==> config.mk <==
export PLATFORM = sky130hd
export DESIGN_NAME = integer_text_parser
export DESIGN_NICKNAME = d
export VERILOG_FILES = /design/src/sv/itp_pkg.sv /design/src/sv/integer_text_parser.sv /design/src/sv/itp_classify.sv /design/src/sv/itp_parse_core.sv
export VERILOG_INCLUDE_DIRS = /design/src /design/src/sv
export SDC_FILE = /design/constraint.sdc
export NUM_CORES = 2
export LEC_CHECK = 0
export BUFFER_PORTS_ARGS = -buffer_cell sky130_fd_sc_hd__buf_2
export CORE_MARGIN = 2
export CORE_UTILIZATION = 66
export CTS_BUF_LIST = sky130_fd_sc_hd__clkbuf_8
export CTS_CLUSTER_DIAMETER = 30
export DETAILED_ROUTE_END_ITERATION = 6
export MAX_ROUTING_LAYER = met4
export PLACE_DENSITY = 0.9
export SYNTH_ARGS = -nofsm -noshare
export SYNTH_HDL_FRONTEND = slang
export SYNTH_SLANG_ARGS = --single-unit
==> constraint.sdc <==
create_clock -name i_clk -period 14 [get_ports i_clk]
set_clock_uncertainty 0.2 [all_clocks]
set_input_delay 2.8 -clock i_clk [delete_from_list [all_inputs] [get_ports i_clk]]
set_output_delay 2.8 -clock i_clk [all_outputs]
set_load 0.01 [all_outputs]
==> src/sv/integer_text_parser_macros.svh <==
// ---------------------------------------------------------------------------
// integer_text_parser_macros
// assertion macros shared by the parser modules
// ---------------------------------------------------------------------------
`ifndef INTEGER_TEXT_PARSER_MACROS_SVH
`define INTEGER_TEXT_PARSER_MACROS_SVH

// same-cycle implication, clocked on i_clk, off while in reset
`define ITP_ASSERT_NOW(label, ante, cons, msg) \
    label: assert property (@(posedge i_clk) disable iff (!i_rst_n) (ante) |-> (cons)) \
        else $error(msg);

// next-cycle implication
`define ITP_ASSERT_NEXT(label, ante, cons, msg) \
    label: assert property (@(posedge i_clk) disable iff (!i_rst_n) (ante) |=> (cons)) \
        else $error(msg);

`endif

==> src/sv/itp_pkg.sv <==
// ---------------------------------------------------------------------------
// itp_pkg
// types and constants of the integer text parser
// ---------------------------------------------------------------------------
package itp_pkg;

    localparam int VALUE_BITS  = 64;
    localparam int OFFSET_BITS = 16;
    localparam int RADIX_W     = 6;
    localparam int CFG_IDX_W   = 2;
    localparam int CFG_DATA_W  = 6;

    localparam logic [CFG_IDX_W-1:0] CFG_IDX_SIGNED_MODE = 2'd0;
    localparam logic [CFG_IDX_W-1:0] CFG_IDX_RADIX       = 2'd1;

    localparam logic [RADIX_W-1:0] BASE_OCT    = 6'd8;
    localparam logic [RADIX_W-1:0] BASE_DEC    = 6'd10;
    localparam logic [RADIX_W-1:0] BASE_HEX    = 6'd16;
    localparam logic [RADIX_W-1:0] RESET_RADIX = BASE_DEC;

    localparam logic [7:0] CH_TAB   = 8'h09;
    localparam logic [7:0] CH_CR    = 8'h0D;
    localparam logic [7:0] CH_SPACE = 8'h20;
    localparam logic [7:0] CH_PLUS  = 8'h2B;
    localparam logic [7:0] CH_MINUS = 8'h2D;
    localparam logic [7:0] CH_0     = 8'h30;
    localparam logic [7:0] CH_9     = 8'h39;
    localparam logic [7:0] CH_UA    = 8'h41;
    localparam logic [7:0] CH_UX    = 8'h58;
    localparam logic [7:0] CH_UZ    = 8'h5A;
    localparam logic [7:0] CH_LA    = 8'h61;
    localparam logic [7:0] CH_LX    = 8'h78;
    localparam logic [7:0] CH_LZ    = 8'h7A;
    localparam logic [RADIX_W-1:0] LETTER_BASE = 6'd10;

    typedef struct packed {
        logic [7:0] ch;
        logic       start_req;
    } t_in;

    typedef struct packed {
        logic [VALUE_BITS-1:0]  value;
        logic [OFFSET_BITS-1:0] end_offset;
    } t_out;

    typedef struct packed {
        logic               blank;
        logic               alnum;
        logic [RADIX_W-1:0] dval;
    } t_char_class;

endpackage

==> src/sv/integer_text_parser.sv <==
// ---------------------------------------------------------------------------
// integer_text_parser
// string-to-integer parser fed one character per transfer
// ---------------------------------------------------------------------------
// usage
//   input channel: one character and a start flag per transfer; the flag
//   marks the first character of a new string and samples signed_mode and
//   radix. a string yields one result when its first non-digit arrives;
//   characters after that are dropped until the next start.
//   output channel: parsed value (two's complement) and end offset.
//   configuration: write enable, index and data; write only while idle.
// timing
//   one character per cycle sustained while no result waits. a character is
//   registered on entry and stepped through the parser from the input
//   register; its result, if any, is registered in the output register.
//   the per-character path is one multiply-accumulate by the base.
// reset and stall
//   synchronous reset clears both stages, the parse state and sets the
//   registers to signed mode, base 10. while a result waits the parser
//   holds; the input register still takes one more character.
// ---------------------------------------------------------------------------
`include "integer_text_parser_macros.svh"

module integer_text_parser (
    input  logic                              i_clk,
    input  logic                              i_rst_n,
    input  logic                              i_in_valid,
    output logic                              o_in_ready,
    input  itp_pkg::t_in                      i_in_data,
    output logic                              o_out_valid,
    input  logic                              i_out_ready,
    output itp_pkg::t_out                     o_out_data,
    input  logic                              i_cfg_we,
    input  logic [itp_pkg::CFG_IDX_W-1:0]     i_cfg_idx,
    input  logic [itp_pkg::CFG_DATA_W-1:0]    i_cfg_wdata
);

    logic                            r_in_valid;
    itp_pkg::t_in                    r_in;
    logic                            r_out_valid;
    itp_pkg::t_out                   r_out;
    logic                            r_signed_mode;
    logic [itp_pkg::RADIX_W-1:0]     r_radix;

    logic                            w_step;
    logic                            w_emit;
    itp_pkg::t_out                   w_result;
    itp_pkg::t_char_class            w_class;

    assign w_step      = r_in_valid && (!r_out_valid || i_out_ready);
    assign o_in_ready  = !r_in_valid || w_step;
    assign o_out_valid = r_out_valid;
    assign o_out_data  = r_out;

    itp_classify u_classify (
        .i_ch    (r_in.ch),
        .o_class (w_class)
    );

    itp_parse_core u_core (
        .i_clk         (i_clk),
        .i_rst_n       (i_rst_n),
        .i_step        (w_step),
        .i_ch          (r_in.ch),
        .i_start       (r_in.start_req),
        .i_class       (w_class),
        .i_signed_mode (r_signed_mode),
        .i_radix       (r_radix),
        .o_emit        (w_emit),
        .o_result      (w_result)
    );

    // configuration registers
    always_ff @(posedge i_clk) begin
        if (!i_rst_n) begin
            r_signed_mode <= 1'b1;
            r_radix       <= itp_pkg::RESET_RADIX;
        end else if (i_cfg_we) begin
            unique case (i_cfg_idx)
                itp_pkg::CFG_IDX_SIGNED_MODE: r_signed_mode <= i_cfg_wdata[0];
                itp_pkg::CFG_IDX_RADIX:       r_radix <= i_cfg_wdata[itp_pkg::RADIX_W-1:0];
                default: ;
            endcase
        end
    end

    // input register
    always_ff @(posedge i_clk) begin
        if (!i_rst_n) begin
            r_in_valid <= 1'b0;
        end else if (i_in_valid && o_in_ready) begin
            r_in_valid <= 1'b1;
        end else if (w_step) begin
            r_in_valid <= 1'b0;
        end
    end

    always_ff @(posedge i_clk) begin
        if (i_in_valid && o_in_ready) begin
            r_in <= i_in_data;
        end
    end

    // result register
    always_ff @(posedge i_clk) begin
        if (!i_rst_n) begin
            r_out_valid <= 1'b0;
        end else if (w_step) begin
            r_out_valid <= w_emit;
        end else if (i_out_ready) begin
            r_out_valid <= 1'b0;
        end
    end

    always_ff @(posedge i_clk) begin
        if (w_step && w_emit) begin
            r_out <= w_result;
        end
    end

    `ITP_ASSERT_NOW(a_no_step_into_stall, o_out_valid && !i_out_ready, !w_step, "parser stepped while result stalled")
    `ITP_ASSERT_NEXT(a_step_sets_out, w_step, o_out_valid == $past(w_emit), "result register out of step with parser")
    `ITP_ASSERT_NOW(a_ready_when_empty, !r_in_valid, o_in_ready, "input register empty but not ready")

endmodule

==> src/sv/itp_classify.sv <==
// ---------------------------------------------------------------------------
// itp_classify
// character classifier: whitespace flag, alphanumeric flag and digit value of one byte
// ---------------------------------------------------------------------------
module itp_classify (
    input  logic [7:0]          i_ch,
    output itp_pkg::t_char_class o_class
);

    always_comb begin
        o_class.blank = (i_ch == itp_pkg::CH_SPACE) ||
                        (i_ch >= itp_pkg::CH_TAB && i_ch <= itp_pkg::CH_CR);
        o_class.alnum = 1'b1;
        o_class.dval  = '0;
        if (i_ch >= itp_pkg::CH_0 && i_ch <= itp_pkg::CH_9) begin
            o_class.dval = itp_pkg::RADIX_W'(i_ch - itp_pkg::CH_0);
        end else if (i_ch >= itp_pkg::CH_LA && i_ch <= itp_pkg::CH_LZ) begin
            o_class.dval = itp_pkg::RADIX_W'(i_ch - itp_pkg::CH_LA) + itp_pkg::LETTER_BASE;
        end else if (i_ch >= itp_pkg::CH_UA && i_ch <= itp_pkg::CH_UZ) begin
            o_class.dval = itp_pkg::RADIX_W'(i_ch - itp_pkg::CH_UA) + itp_pkg::LETTER_BASE;
        end else begin
            o_class.alnum = 1'b0;
        end
    end

endmodule

==> src/sv/itp_parse_core.sv <==
// ---------------------------------------------------------------------------
// itp_parse_core
// parse state and one-character step: whitespace, signs, prefix, multiply-accumulate
// ---------------------------------------------------------------------------
`include "integer_text_parser_macros.svh"

module itp_parse_core (
    input  logic                         i_clk,
    input  logic                         i_rst_n,
    input  logic                         i_step,
    input  logic [7:0]                   i_ch,
    input  logic                         i_start,
    input  itp_pkg::t_char_class         i_class,
    input  logic                         i_signed_mode,
    input  logic [itp_pkg::RADIX_W-1:0]  i_radix,
    output logic                         o_emit,
    output itp_pkg::t_out                o_result
);

    typedef enum logic [2:0] {
        PH_DONE,
        PH_WS1,
        PH_WS2,
        PH_PREFIX,
        PH_ZERO,
        PH_HEXPFX,
        PH_DIGITS
    } t_phase;

    localparam logic [itp_pkg::OFFSET_BITS-1:0] OFFSET_MAX = '1;

    t_phase                              r_phase, n_phase;
    logic                                r_minus, n_minus;
    logic [itp_pkg::VALUE_BITS-1:0]      r_accum, n_accum;
    logic [itp_pkg::RADIX_W-1:0]         r_base, n_base;
    logic [itp_pkg::OFFSET_BITS-1:0]     r_consumed, n_consumed;
    logic [itp_pkg::VALUE_BITS+itp_pkg::RADIX_W-1:0] w_prod;
    logic                                w_go;

    function automatic logic [itp_pkg::OFFSET_BITS-1:0] f_take(
        input logic [itp_pkg::OFFSET_BITS-1:0] cnt
    );
        return (cnt == OFFSET_MAX) ? cnt : cnt + itp_pkg::OFFSET_BITS'(1);
    endfunction

    function automatic logic f_ok(
        input itp_pkg::t_char_class cc,
        input logic [itp_pkg::RADIX_W-1:0] base
    );
        return cc.alnum && (cc.dval < base);
    endfunction

    always_comb begin
        n_phase    = r_phase;
        n_minus    = r_minus;
        n_accum    = r_accum;
        n_base     = r_base;
        n_consumed = r_consumed;
        w_prod     = '0;
        w_go       = 1'b1;
        o_emit     = 1'b0;
        o_result.end_offset = '0;

        if (i_start) begin
            n_minus    = 1'b0;
            n_accum    = '0;
            n_consumed = '0;
            n_base     = i_radix;
            n_phase    = i_signed_mode ? PH_WS1 : PH_WS2;
        end

        // leading whitespace and sign
        if (n_phase == PH_WS1) begin
            if (i_class.blank) begin
                n_consumed = f_take(n_consumed);
                w_go       = 1'b0;
            end else if (i_ch == itp_pkg::CH_MINUS || i_ch == itp_pkg::CH_PLUS) begin
                n_minus    = (i_ch == itp_pkg::CH_MINUS);
                n_consumed = f_take(n_consumed);
                n_phase    = PH_WS2;
                w_go       = 1'b0;
            end else begin
                n_phase = PH_WS2;
            end
        end

        if (w_go && n_phase == PH_WS2) begin
            if (i_class.blank) begin
                n_consumed = f_take(n_consumed);
                w_go       = 1'b0;
            end else if (i_ch == itp_pkg::CH_PLUS) begin
                n_consumed = f_take(n_consumed);
                n_phase    = PH_PREFIX;
                w_go       = 1'b0;
            end else begin
                n_phase = PH_PREFIX;
            end
        end

        // first significant character
        if (w_go && n_phase == PH_PREFIX) begin
            w_go = 1'b0;
            if (i_ch == itp_pkg::CH_0 &&
                (n_base == '0 || n_base == itp_pkg::BASE_HEX)) begin
                n_accum    = '0;
                n_consumed = f_take(n_consumed);
                n_phase    = PH_ZERO;
            end else begin
                if (n_base == '0) begin
                    n_base = itp_pkg::BASE_DEC;
                end
                if (!f_ok(i_class, n_base)) begin
                    n_accum             = '0;
                    o_emit              = 1'b1;
                    o_result.end_offset = '0;
                    n_phase             = PH_DONE;
                end else begin
                    n_accum    = itp_pkg::VALUE_BITS'(i_class.dval);
                    n_consumed = f_take(n_consumed);
                    n_phase    = PH_DIGITS;
                end
            end
        end

        // after a leading zero
        if (w_go && n_phase == PH_ZERO) begin
            if (i_ch == itp_pkg::CH_LX || i_ch == itp_pkg::CH_UX) begin
                n_base     = itp_pkg::BASE_HEX;
                n_consumed = f_take(n_consumed);
                n_phase    = PH_HEXPFX;
                w_go       = 1'b0;
            end else begin
                if (n_base == '0) begin
                    n_base = itp_pkg::BASE_OCT;
                end
                n_phase = PH_DIGITS;
            end
        end

        // bare hex prefix stops just after the zero
        if (w_go && n_phase == PH_HEXPFX) begin
            if (!f_ok(i_class, n_base)) begin
                o_emit              = 1'b1;
                o_result.end_offset = (n_consumed == OFFSET_MAX) ? n_consumed :
                                      n_consumed - itp_pkg::OFFSET_BITS'(1);
                n_phase             = PH_DONE;
                w_go                = 1'b0;
            end else begin
                n_phase = PH_DIGITS;
            end
        end

        if (w_go && n_phase == PH_DIGITS) begin
            if (!f_ok(i_class, n_base)) begin
                o_emit              = 1'b1;
                o_result.end_offset = n_consumed;
                n_phase             = PH_DONE;
            end else begin
                w_prod     = n_accum * n_base;
                n_accum    = w_prod[itp_pkg::VALUE_BITS-1:0] +
                             itp_pkg::VALUE_BITS'(i_class.dval);
                n_consumed = f_take(n_consumed);
            end
        end

        o_result.value = n_minus ? (itp_pkg::VALUE_BITS'(0) - n_accum) : n_accum;
    end

    always_ff @(posedge i_clk) begin
        if (!i_rst_n) begin
            r_phase    <= PH_DONE;
            r_minus    <= 1'b0;
            r_accum    <= '0;
            r_base     <= '0;
            r_consumed <= '0;
        end else if (i_step) begin
            r_phase    <= n_phase;
            r_minus    <= n_minus;
            r_accum    <= n_accum;
            r_base     <= n_base;
            r_consumed <= n_consumed;
        end
    end

    `ITP_ASSERT_NOW(a_emit_needs_parse, i_step && o_emit, i_start || r_phase != PH_DONE, "result without an open parse")
    `ITP_ASSERT_NEXT(a_emit_closes, i_step && o_emit, r_phase == PH_DONE, "parse left open after its result")

endmodule
======== After elaboration in Yosys (flattened, before gate mapping) ========
Cells that the tools add are included.
storage, ports and cells
  flip-flop bits (word level) ............. 188
  input bits .............................. 22
  output and inout port bits .............. 82
  word-level logic and storage cells ...... 173
operators by class
  add/sub/neg operators ................... 13
  $mul .................................... 1
  $lt $le $gt $ge ......................... 10
  equal/unequal tests ..................... 19
  mux-type cells .......................... 87
  reductions and logical operators ........ 30
operators by type and width
  kind                                                                               count
  16-bit two-way mux                                                                 24
  64-bit two-way mux                                                                 6
  16-bit by 1-bit adder with 16-bit output (second input constant)                   5
  16-bit == test (second input constant)                                             5
  6-bit two-way mux                                                                  13
  64-bit by 6-bit adder with 64-bit output                                           1
  64-bit by 6-bit multiplier with 64-bit output                                      1
  1-bit by 64-bit subtractor with 64-bit output (first input constant)               1
  3-bit two-way mux                                                                  13
  8-bit by 6-bit == test with 1-bit output (second input constant)                   4
  1-bit two-way mux                                                                  29
  8-bit by 7-bit == test with 1-bit output (second input constant)                   2
  8-bit by 7-bit >= comparator with 1-bit output (second input constant)             2
  8-bit by 7-bit less-or-equal comparator with 1-bit output (second input constant)  2
  16-bit by 1-bit subtractor with 16-bit output (second input constant)              1
  1-bit logical AND                                                                  15
  6-bit by 4-bit adder with 6-bit output (second input constant)                     2
  6-bit zero test                                                                    2
  6-bit less-than comparator                                                         2
  6-bit subtractor (second input constant)                                           2
  3-bit == test (second input constant)                                              3
  8-bit by 4-bit >= comparator with 1-bit output (second input constant)             1
  8-bit by 6-bit >= comparator with 1-bit output (second input constant)             1
  8-bit by 4-bit less-or-equal comparator with 1-bit output (second input constant)  1
  12 further kinds                                                                   22

======== Depth between registers and ports, before layout ========
  depth in word-level cells ............... 28
  depth in mapped cells ................... 52
  mapped depth without buffers ............ 49

======== Cells and area by module ========
From an unflattened synthesis, not the netlist that was laid out.
second synthesis, totals
  cell total of the unflattened synthesis .. 2869
  area, all modules ....................... 24392.1 um^2
modules (own cells, without submodules)
  module               instances  cells each  area each (um^2)  sequential area each (um^2)
  itp_parse_core       1          2676        20886.3           1801.7
  integer_text_parser  1          132         3072.9            2852.7
  itp_classify         1          61          432.9             0.0

======== Worst setup path before layout ========
No wires, ideal clock.
  path kind ............................... register to register
  start ................................... register r_in[0] (netlist bit)
  end ..................................... register r_out (netlist bit o_out_data[79]), data pin
  library setup time ...................... 269 ps
  arrival time ............................ 10909 ps
  required time ........................... 13531 ps
  setup slack ............................. 2622 ps
  stages on the path, launching flop included .. 46
  path buffers ............................ 6
  clock period less this slack ............ 11378 ps
  path through ............................ edfxtp_1 clkbuf_1 clkbuf_1 buf_1 clkbuf_1 mux2i_1 and2_1 nand2_1 and2_1 ha_1 a21o_1 a21o_1 a21o_1 a21oi_1 o21ai_0 o21ai_0 a21oi_1 or2_2 (+10 left out) fa_1 ha_1 a21boi_0 o21ai_0 a21boi_0 o2111ai_1 a21boi_0 o221ai_1 a21oi_1 or3_1 a2111o_1 o31ai_1 and2_1 nand4_1 nor3_1 nand4_1 o31ai_1 xor2_1
RTL lines
  what                      line                        source
  start: declaration        integer_text_parser.sv:39   itp_pkg::t_in r_in;
  start signal: assignment  integer_text_parser.sv:100  r_in <= i_in_data;
  end signal: assignment    integer_text_parser.sv:117  r_out <= w_result;
  end: declaration          integer_text_parser.sv:41   itp_pkg::t_out r_out;

==> reports/results.ini <==
[logic_synthesis]
synth-edff-count = 89
async_flop_share_pct = 0
synth_nets = 3477
synth_area_per_cell_um2 = 8.26
yosys-top-cells-area = fa_1 19%, edfxtp_1 11%, nor2_1 8.4%
synth_area_mm2 = 0.0253
postSynthCellCount = 3060
yosysMostFrequentCell = nor2_1
yosysTopAreaCell = fa_1
ys_types = 110
synth.top_cell.area_share_pct = 19.0
yosysWarnings = 0
ys_top_cells_by_count = 565 x nor2_1, 245 x nand2_1, 240 x fa_1
synth_seq_cells = 188
synth_flop_cell = dfxtp_1
synth-seq-area-share_pct = 18.4

[critical_path]
end_kind = flop
cp-start-kind = flop
max_stage_delay_ns = 0.56
worstSetupPathType = flop to flop
cp.arrival_ns = 13.30
crit_path_top_delay_cell = edfxtp_1
crit_path_frequent_cell = a21o_1
crit_fanout = 36
cp.required_ns = 14.15

[final_layout]
area_delta_synth_final_pct = 5.13
fillers = 3028
stdcell_count = 3591
multi_input_area_mm2 = 0.0196
final_nets = 3479
final-seq-area_mm2 = 0.00465
drive_gt1_share_pct = 8.94
fin_area_mm2 = 0.0266

[placed_design]
pre_cts_slack_ns = 0.745
dpl.hpwl_mm = 59.9
dp_cells = 3554
placed_cell_area_mm2 = 0.0262
portBuffers = 103
gp_congestion = 1.03

[clocking]
clkTransAtPathRegs_ns = 0.11
clkLatencyLatePin_ns = 0.60
cts_num_sinks = 188
htree_levels = 4
clock-root-buffer = clkbuf_8
cts_hold_buf = 0
cts_buffers = 17
tritoncts = done
clockBufferDepth = 2

[drt]
wire_per_inst_um = 22.0
antenna_left = 0
vias = 24191
vias_per_cell = 6.74
routed_wl_mm = 78.8
detail_route.first_pass.iterations = 7
drcViolationCount = 0
drtIter0Drc = 2432

[sta]
min_period_ns = 13.15
setup_violations = 0
fmax_mhz = 76.1
fin_ws_ns = 0.853
report.final.slew_viol_count = 0
slew_headroom_pct = 21.2
finalHoldViolations = 0
fin_crit_sh_pct = 93.9
finalSetupTns_ns = 0
worstMarginPinSlew_ns = 1.18

[die]
die_area_mm2 = 0.0399
boundaryPins = 104
die_h_um = 200
rows = 71
start_util_pct = 67.1
die_w_um = 200
coreArea_mm2 = 0.0377

[grt]
grt_max_degree = 111
antenna_found_initial = 4
grtUsageTotal_pct = 42.1
grt_pass1_vias = 24031
overflow = 0
grt_pass1_wl_mm = 127

[power_and_ir_drop]
power_leakage_nw = 11.8
p_per_area_mw_per_mm2 = 51.2
irDropWorstVdd_v = 0.0000805
p_total_mw = 1.36

[outcome]
status = finished clean

[min_path]
hold_class = flop to flop

[run]
maxCapViolCount = 0

-- final timing paths --
check                                  startpoint           endpoint  cells past startpoint  slack, ns
worst max-delay path                      r_in[1]     o_out_data[78]                     48       0.85
worst min-delay path            u_core.r_accum[2]  u_core.r_accum[2]                      2       0.28
worst max register to register            r_in[1]     o_out_data[78]                     48       0.85
worst min register to register  u_core.r_accum[2]  u_core.r_accum[2]                      2       0.28
-- kinds of logic after synthesis --
group	share of synthesized area, %
fa+ha+maj	26.7
flops	18.4
xor+xnor	5.65
buf+inv	4.23
mux	2.05
simple gates	23.4
compound gates	19.6
-- critical path: cells and delay by family (launching register included) --
family	cells	cell delay [ns]
buffers and inverters	5	1.32
and+or+nand+nor	9	2.04
DFF	1	0.56
adders and majority gates	7	2.81
AOI/OAI and AO/OA	26	5.83
xor gates and xnor gates	1	0.11
-- placed cells by master (no fill, tap or decap), types with 12 or more instances in the layout --
master / count
a211oi_1: 62
a21boi_0: 13
a21o_1: 54
a21oi_1: 182
a22oi_1: 16
a31oi_1: 52
and2_1: 29
and3_1: 27
buf_2: 103
buf_4: 35
clkbuf_8: 17
dfxtp_1: 99
edfxtp_1: 89
fa_1: 240
ha_1: 155
inv_1: 112
mux2_2: 14
mux2i_1: 35
nand2_1: 244
nand2b_1: 19
nand3_1: 99
nand4_1: 35
nor2_1: 564
nor2b_1: 23
nor3_1: 50
nor4_1: 25
o2111ai_1: 12
o211ai_1: 19
o21a_1: 15
o21ai_0: 128
o21bai_1: 12
o22ai_1: 16
o31ai_1: 20
or2_2: 18
or3_1: 21
or4_1: 16
xnor2_1: 110
xor2_1: 53
-- power by group --
group	total [mW]	internal (mW)	leakage, nW	switching, mW
registers	0.627	0.602	1.67	0.0248
clock network	0.364	0.129	0.195	0.235
logic	0.369	0.117	9.89	0.252
total	1.36	0.848	11.8	0.512
-- sequential cells by signal, indices dropped and copies added, names as in the netlist, 3 cells and up --
name               flops
o_out_data            80
u_core.r_accum        64
u_core.r_consumed     16
r_in                   9
r_radix                6
u_core.r_base          6
u_core.r_phase         3
-- metal layers --
| metal | up-vias | track usage (%) | wire length, um |
|---|---|---|---|
| li1 | 10907 | - | - |
| met1 | 11509 | 51.3 | 30300 |
| met2 | 1444 | 63.4 | 35600 |
| met3 | 331 | 9.27 | 7570 |
| met4 | 0 | 27.5 | 5370 |
| met5 | - | - | 0 |
-- layout make-up --
class | instances | share of cell area (%)
Antenna cell | 5 | 0.0471
Timing Repair Buffer | 140 | 3.05
Inverter | 117 | 1.68
Clock inverter | 15 | 0.471
Tap cell | 511 | 2.41
Sequential cell | 188 | 17.5
Multi-Input combinational cell | 2598 | 73.9
Clock buffer | 17 | 0.881
-- repair_timing --
action	in CTS	in global routing
setup buffers	0	0
setup endpoints to repair	0	10
resized for setup	0	12
-- metrics by stage --
stage | util [%] | hold WS [ns]
after floorplan | - | 0.232
after global placement | 69.4 | 0.246
after detailed placement | 69.4 | 0.251
after CTS | 70.4 | 0.272
after global routing | 70.5 | 0.290
final | 70.5 | 0.281
No activity file was read; power rests on OpenSTA's default activity.
